**config.mk**
```make
export PLATFORM = sky130hd
export DESIGN_NAME = lidtrk2_cell
export DESIGN_NICKNAME = d
export VERILOG_FILES = /design/src/rtl/lidtrk2_pkg.sv /design/src/rtl/lidtrk2_cell.sv
export SDC_FILE = /design/constraint.sdc
export NUM_CORES = 1
export LEC_CHECK = 0
export ABC_AREA = 1
export BUFFER_PORTS_ARGS = -buffer_cell sky130_fd_sc_hd__clkbuf_2
export CAP_MARGIN = 20
export CELL_PAD_IN_SITES_DETAIL_PLACEMENT = 0
export CELL_PAD_IN_SITES_GLOBAL_PLACEMENT = 1
export CORE_MARGIN = 3
export CORE_UTILIZATION = 43
export CTS_BUF_LIST = sky130_fd_sc_hd__clkbuf_8
export DETAILED_ROUTE_END_ITERATION = 7
export PLACE_DENSITY = 0.89
export RECOVER_POWER = 50
export SLEW_MARGIN = 20
export SYNTH_ARGS = -nofsm -noshare
export SYNTH_HDL_FRONTEND = slang
export SYNTH_SLANG_ARGS = --single-unit
```
**constraint.sdc**
```tcl
create_clock -name clk -period 3.55 [get_ports clk]
set_input_delay 0 -clock clk [delete_from_list [all_inputs] [get_ports clk]]
set_output_delay 0 -clock clk [all_outputs]
set_load 0.05 [all_outputs]
```
**src/rtl/lidtrk2_pkg.sv**
```systemverilog
package lidtrk2_pkg;

  localparam int CAPACITY = 256;
  // wide enough to hold CAPACITY itself
  localparam int CNT_W    = $clog2(CAPACITY + 1);
  localparam int SH_W     = $clog2(CAPACITY);

  typedef enum logic [1:0] {
    CMD_INSERT = 2'd0,
    CMD_START  = 2'd1,
    CMD_CHECK  = 2'd2,
    CMD_END    = 2'd3
  } cmd_t;

  typedef enum logic [1:0] {
    ST_OK      = 2'd0,
    ST_PRESENT = 2'd1,
    ST_FULL    = 2'd2
  } status_t;

  typedef enum logic [1:0] {
    SLOT_UNSET   = 2'd0,
    SLOT_CLEARED = 2'd1,
    SLOT_SEEN    = 2'd2
  } slot_t;

  typedef enum logic [2:0] {
    CELL_IDLE,
    CELL_INSERT,
    CELL_START,
    CELL_CHECK,
    CELL_END,
    CELL_SHIFT
  } cell_op_t;

  typedef struct packed {
    cell_op_t op;
    logic     parity;
  } cell_ctl_t;

  // counts are reported modulo 512
  function automatic logic [8:0] count9(logic [CNT_W-1:0] v);
    logic [CNT_W+8:0] w;
    w = {9'd0, v};
    return w[8:0];
  endfunction

endpackage

```
**src/rtl/lidtrk2_cell.sv**
```systemverilog
module lidtrk2_cell
  import lidtrk2_pkg::*;
(
  input  logic        clk,
  input  logic        rst_n,
  input  cell_ctl_t   ctl,
  input  logic        alloc,
  input  logic [31:0] key,
  input  logic [31:0] cur_cycle,
  input  logic [31:0] age_limit,
  input  logic        rm_in,
  output logic        rm_out,
  output logic        match,
  output logic        valid
);

  logic        valid_r;
  logic [31:0] key_r;
  logic [31:0] birth_r;
  logic        seen_r;
  slot_t       even_r;
  slot_t       odd_r;
  logic        rm_r;

  logic [31:0] age;
  logic        remove;

  assign match  = valid_r && (key_r == key);
  assign valid  = valid_r;
  assign rm_out = rm_r;

  // age wraps at 32 bits
  assign age    = cur_cycle - birth_r;
  assign remove = valid_r && (even_r == SLOT_CLEARED) && (odd_r == SLOT_CLEARED) &&
                  (seen_r || (age > age_limit));

  always_ff @(posedge clk) begin
    if (!rst_n) begin
      valid_r <= 1'b0;
    end else begin
      case (ctl.op)
        CELL_INSERT: if (alloc) valid_r <= 1'b1;
        CELL_END:    if (remove) valid_r <= 1'b0;
        default:     valid_r <= valid_r;
      endcase
    end

    case (ctl.op)
      CELL_INSERT: begin
        if (alloc) begin
          key_r   <= key;
          birth_r <= cur_cycle;
          seen_r  <= 1'b0;
          even_r  <= SLOT_UNSET;
          odd_r   <= SLOT_UNSET;
        end
      end
      CELL_START: begin
        if (valid_r) begin
          if (ctl.parity) odd_r <= SLOT_CLEARED;
          else            even_r <= SLOT_CLEARED;
        end
      end
      CELL_CHECK: begin
        if (match) begin
          seen_r <= 1'b1;
          if (ctl.parity) odd_r <= SLOT_SEEN;
          else            even_r <= SLOT_SEEN;
        end
      end
      CELL_END:   rm_r <= remove;
      CELL_SHIFT: rm_r <= rm_in;
      default: ;
    endcase
  end

endmodule

```
# --- Yosys cells after proc, flatten, opt, wreduce, memory -nomap -nowiden ---
# Index checks and enable logic that the tools add are counted.
op_classes:
  add_sub_neg: 1
  n_lt_le_gt_ge: 1
  n_eq_ne: 16
  n_mux: 18
  n_reduce_logical: 14
ops:
  columns: ["operator", "n"]
  rows:
  - ["$eq A32 B32 Y1", 1]
  - ["$gt A32 B32 Y1", 1]
  - ["$sub A32 B32 Y32", 1]
  - ["$mux W2", 9]
  - ["$ne A2 B2 Y1 const B", 8]
  - ["$pmux W2 S3", 2]
  - ["$reduce_and A6 Y1", 2]
  - ["$eq A3 B2 Y1 const B", 2]
  - ["$eq A3 B3 Y1 const B", 2]
  - ["$pmux W1 S2", 3]
  - ["$reduce_and A3 Y1", 2]
  - ["$reduce_bool A2 Y1", 3]
  - ["$eq A2 B1 Y1 const B", 2]
  - ["$logic_and A1 B1 Y1", 4]
  - ["$mux W1", 4]
  - ["$eq A3 B1 Y1 const B", 1]
  - ["$reduce_bool A3 Y1", 1]
  - ["$reduce_and A2 Y1", 1]
  - ["$logic_or A1 B1 Y1", 1]
totals:
  register_bits: 71
  in_bits: 104
  output_inout_bits: 3
  word_cells: 57

# --- Longest topological paths before layout ---
logic_depth:
  word_depth: 6
  mapped_depth: 27
  depth_no_buf: 27

# --- Least setup slack after synthesis ---
# OpenSTA, ideal clock, no wires.
synth_timing:
  path_type: "register to register"
  start: "register birth_r[0]"
  end: "register rm_r (netlist: rm_out) (data pin)"
  setup_time_ns: 0.256
  arrival_time_ns: 2.718
  required_time_ns: 3.294
  setup_slack_ns: 0.576
  stages_incl_launch_ff: 23
  path_buffers: 0
  synth_period_minus_slack_ns: 2.974
  path_cell_list: "edfxtp_1 ha_1 inv_1 fa_1 nand3_1 nand2_1 nand2_1 nand2_2 a31o_2 nand3_1 nand2_1 nand2_1 nand2_1 xor2_1 ha_1 nand4_1 nor3_1 and3_1 nand3_1 nand2_1 nand2_1 nand2_1 a21oi_1"
synth_via:
  elab_chain_len: 5
synth_rtl:
  columns: ["element", "line", "text"]
  rows:
  - ["start: declaration", "lidtrk2_cell.sv:19", "logic [31:0] birth_r;"]
  - ["start signal: assignment", "lidtrk2_cell.sv:52", "birth_r <= cur_cycle;"]
  - ["$sub A32 B32 Y32", "lidtrk2_cell.sv:33", "assign age = cur_cycle - birth_r;"]
  - ["$gt A32 B32 Y1", "lidtrk2_cell.sv:35", "(seen_r || (age > age_limit));"]
  - ["$logic_or A1 B1 Y1", "lidtrk2_cell.sv:35", null]
  - ["$logic_and A1 B1 Y1", "lidtrk2_cell.sv:34", "assign remove = valid_r && (even_r == SLOT_CLEARED) && (odd_r == SLOT_CLEARED) &&"]
  - ["$pmux W1 S2", "lidtrk2_cell.sv:48", "case (ctl.op)"]
  - ["end signal: assignment", "lidtrk2_cell.sv:71", "CELL_END: rm_r <= remove;"]
  - ["end signal: assignment", "lidtrk2_cell.sv:72", "CELL_SHIFT: rm_r <= rm_in;"]
  - ["end: declaration", "lidtrk2_cell.sv:23", "logic rm_r;"]
# Every way passes these cells.
# A chain may end at the register's enable or synchronous reset.

# --- Worst setup path after layout ---
layout_timing:
  start: "register birth_r[7]"
  end: "register rm_r (netlist: rm_out) (data pin)"
# The elaborated chain is that of the path after synthesis.

==> Implementation_results.wiki <==
{| class="wikitable"
! Metric !! Value
|-
| Status || finished, final reports clean
|-
| Number of antenna violations at the first check in global routing || 0
|-
| Hold path start || ctl[1]
|-
| Routability congestion estimate from global placement || about 0.95
|-
| Switching portion of total power || a little under a third
|-
| Average cell area after synthesis || between 8 and 9 sq um
|-
| Cts bufs inserted || 9
|-
| Total DRC errors in the routed layout || 0
|-
| Synth-to-layout area growth || 29.3%
|-
| TritonCTS clock tree || done
|-
| Number of design-rule violations left by the first detailed-router iteration || roughly 560
|-
| Drt via density || 5.04
|-
| Power Density || between 300 and 400 nW/um^2
|-
| Die area || 14600 sq um
|-
| Internal power contribution || 1.70 mW
|-
| Top area cells in the synthesized netlist || edfxtp_1 (37%), ha_1 (14%), inv_1 (9.2%)
|-
| Worst hold path type || primary input to flip-flop
|-
| Worst R2R Start || birth_r[7]
|-
| Maximum vdd ir drop || about 0.00017 V
|-
| Proportion of netlist area held by the largest area contributor || 37.0%
|-
| Total of fill cells in the finished design || 1177
|-
| WP data required || 3.67 ns
|-
| Tot GR Track Use || a little over a fifth
|-
| Post-route clock period utilization || 94.5%
|-
| Maximum achievable frequency || between 200 and 300 MHz
|-
| Library cell occupying the most area in the post-synthesis netlist || edfxtp_1
|-
| Residual antenna-violating net count after detailed routing || 0
|-
| Comb power frac || between 20% and 30%
|-
| Post-detailed-route wirelength per cell || 14.5 um
|-
| Time the worst path needs with I/O delays and setup || roughly 3.4 ns
|-
| Transition time at the pin with the least slew margin || roughly 0.65 ns
|-
| Hold path depth || 3
|-
| Yosys warnings || 0
|-
| Setup TNS || 0 ns
|-
| Fin nets || between 1000 and 1500
|-
| Total via count in the routed design || around 5300
|-
| Gr ovfl total || 0
|-
| Number of global-route vias before repair || roughly 5400
|-
| N_diodes || 0
|-
| Register share of total power || about 40%
|-
| Fraction of layout cells with a size suffix above 1 || approximately a tenth
|-
| Data arrival time at the worst-slack endpoint || around 3.5 ns
|-
| Final Hold Fails || 0
|-
| Power Total || roughly 2.4 mW
|-
| Largest driver fanout on the critical path || 6
|-
| Part of the total power dissipated in the clock network || ~33%
|-
| First drt pass iteration count || 6
|-
| Hold Path End || rm_out
|-
| Detailed placement HPWL || between 10000 and 15000 um
|-
| Beginning of the critical path || birth_r[7]
|-
| Reported max-cap violation count || 0
|-
| Slack of the worst reg-to-reg path || slightly below 0.2 ns
|-
| Cell area after synthesis || approximately 5700 sq um
|-
| Root buffer cell || clkbuf_8
|-
| Leading register cell type out of synthesis || edfxtp_1
|-
| Clock sink count || between 70 and 80
|-
| Static Leak || about 3.4 nW
|-
| Post-Syn Instances || slightly below 700
|-
| Number of library cell types mapped by synthesis || 42
|-
| Largest net degree at the start of global routing || 29
|-
| Core Box Area || 12800 sq um
|-
| Ports placed on the boundary || between 100 and 150
|-
| H-tree lvl count || 3
|-
| Die outline width || between 100 and 150 um
|-
| Reg-to-reg critical path endpoint || rm_out
|-
| Die span in y || between 100 and 150 um
|-
| Number of pins with negative max-slew slack in the final report || 0
|-
| Sequential share of the synthesized area || 37.3%
|-
| Wire length of the first global-routing pass || around 25000 um
|-
| Core Rows || between 40 and 50
|-
| IO Port Bufs || between 100 and 150
|-
| Asr flop ratio synth || 0%
|-
| Longest Clk Path Bufs || 2
|-
| Clock transition time at the flip-flop clock pins of the worst setup and hold paths || 0.08 ns
|-
| Final routed wirelength across all metal layers || 15400 um
|-
| Later-pin clock latency in the skew report || roughly 0.37 ns
|-
| Net Count, Synth || around 860
|-
| Post-synthesis sequential element count || 71
|-
| Count of final setup violators || 0
|-
| Starting Density || 44.5%
|-
| Start-to-end type of the worst setup path || flip-flop to flip-flop
|-
| Number of enable-type register cells in the synthesized netlist || 70
|-
| Worst clock skew on the final layout || 0.00977 ns
|-
| Switching power summed over all nets || approximately 0.74 mW
|-
| Max-slew headroom || 56.9%
|-
| Worst Setup End Kind || flip-flop
|-
| Number of cell instances on the worst register-to-register path || 19
|-
| Type of element launching the critical path || flip-flop
|}
worst max-delay path, stage by stage, from the launching register on:
cell and delay [ns]:
edfxtp_1 0.33, inv_1 0.04, ha_1 0.38, a21o_1 0.25
a21boi_1 0.16, o21bai_1 0.10, a21oi_1 0.32, nand3b_1 0.19
nand2_1 0.06, nand2_1 0.07, nand2_1 0.05, ha_1 0.27
nand2_1 0.09, nor3_2 0.22, and3_1 0.20, nand3_1 0.09
nand2_2 0.11, nand2_1 0.07, nand2_1 0.06, a21oi_1 0.06
per-stage QoR:
stage / util, % / hold slack (ns) / setup slack, ns / cells / cell area [sq um]
6_report: 57.5 / 0.0932 / 0.195 / 1062 / 7350
5_1_grt: 57.5 / 0.0773 / -0.0333 / 1062 / 7350
4_1_cts: 57.8 / 0.0663 / 0.0957 / 1060 / 7380
3_5_place_dp: 50.5 / 0.199 / 0.125 / 975 / 6440
3_3_place_gp: 50.5 / 0.196 / 0.209 / 975 / 6440
2_1_floorplan: - / 0.0989 / 0.576 / 695 / 5680
worst max path at each step:
stage                        end  slack [ns]  cells after the start
final                     rm_out        0.19                     19
after global routing      rm_out       -0.03                     22
after CTS                 rm_out         0.1                     21
after detailed placement  rm_out        0.12                     21
after global placement    rm_out        0.21                     21
after floorplan           rm_out        0.58                     22
synthesized netlist by cell type (7+ instances only):
| cell type | count |
|---|---|
| inv_1 | 140 |
| nand2_1 | 132 |
| edfxtp_1 | 70 |
| ha_1 | 63 |
| nor2_1 | 57 |
| a21oi_1 | 47 |
| xor2_1 | 24 |
| nand3_1 | 21 |
| nand4_1 | 18 |
| o21ai_0 | 17 |
| xnor2_1 | 15 |
| nor3_1 | 13 |
| or2_2 | 10 |
| a21o_1 | 7 |
| nand2_2 | 7 |
area by class of cell:
type	count	area, sq um	area share (%)
Clock buffer	9	124	1.69
Tap cell	172	215	2.93
Multi-Input combinational cell	483	3070	41.8
Clock inverter	6	109	1.48
Timing Repair Buffer	180	1180	16.0
Sequential cell	71	2120	28.9
Inverter	141	529	7.20
flip-flops by register name, indices dropped and copies added, names as in the netlist:
signal and cells:
birth_r 32, even_r 2, key_r 32, odd_r 2, rm_out 1, seen_r 1
valid 1
routing by layer:
layer | part of all wire, % | global-route usage (%) | up-vias
met1 | 44 | 27.4 | 2449
li1 | - | - | 2707
met2 | 50 | 37.9 | 170
met4 | 1.6 | 6.23 | 0
met3 | 5.0 | 4.24 | 23
met5 | 0 | 0 | -
power groups by stage:
stage	clock [mW]	sequential (mW)	combinational (mW)
6_report	0.802	0.959	0.678
5_1_grt	0.855	0.961	0.769
4_1_cts	0.817	0.959	0.674
3_5_place_dp	0	0.978	0.608
3_3_place_gp	0	0.977	0.598
2_1_floorplan	0	0.979	0.408
cells in the final DEF (no fill, tap or decap), types with 10 or more instances in the layout:
cell	instances
clkbuf_2	38
xor2_1	24
edfxtp_1	70
a21oi_1	47
xnor2_1	15
nor3_1	12
nor2_1	57
ha_1	63
o21ai_0	17
nand3_1	21
dlygate4sd3_1	70
inv_1	139
or2_2	10
nand2_1	129
nand4_1	18
clkbuf_1	68
repair_timing:
| action | in CTS | in global routing |
|---|---|---|
| hold buffers | 70 | 0 |
| setup buffers | 0 | 2 |
| hold endpoints to repair | 69 | 0 |
| setup endpoints to repair | 0 | 2 |
| resized for setup | 0 | 9 |
cell families after synthesis:
| family | count (synthesis) | share of synthesized area [%] |
|---|---|---|
| XOR/XNOR | 39 | 6.01 |
| AND/OR/NAND/NOR | 271 | 21.2 |
| AO/OA/AOI/OAI | 109 | 11.9 |
| buffers and inverters | 141 | 9.31 |
| adder cells (fa/ha/maj) | 64 | 14.2 |
| flip-flops | 71 | 37.3 |
Note: power is estimated with default switching activity, not from simulation.
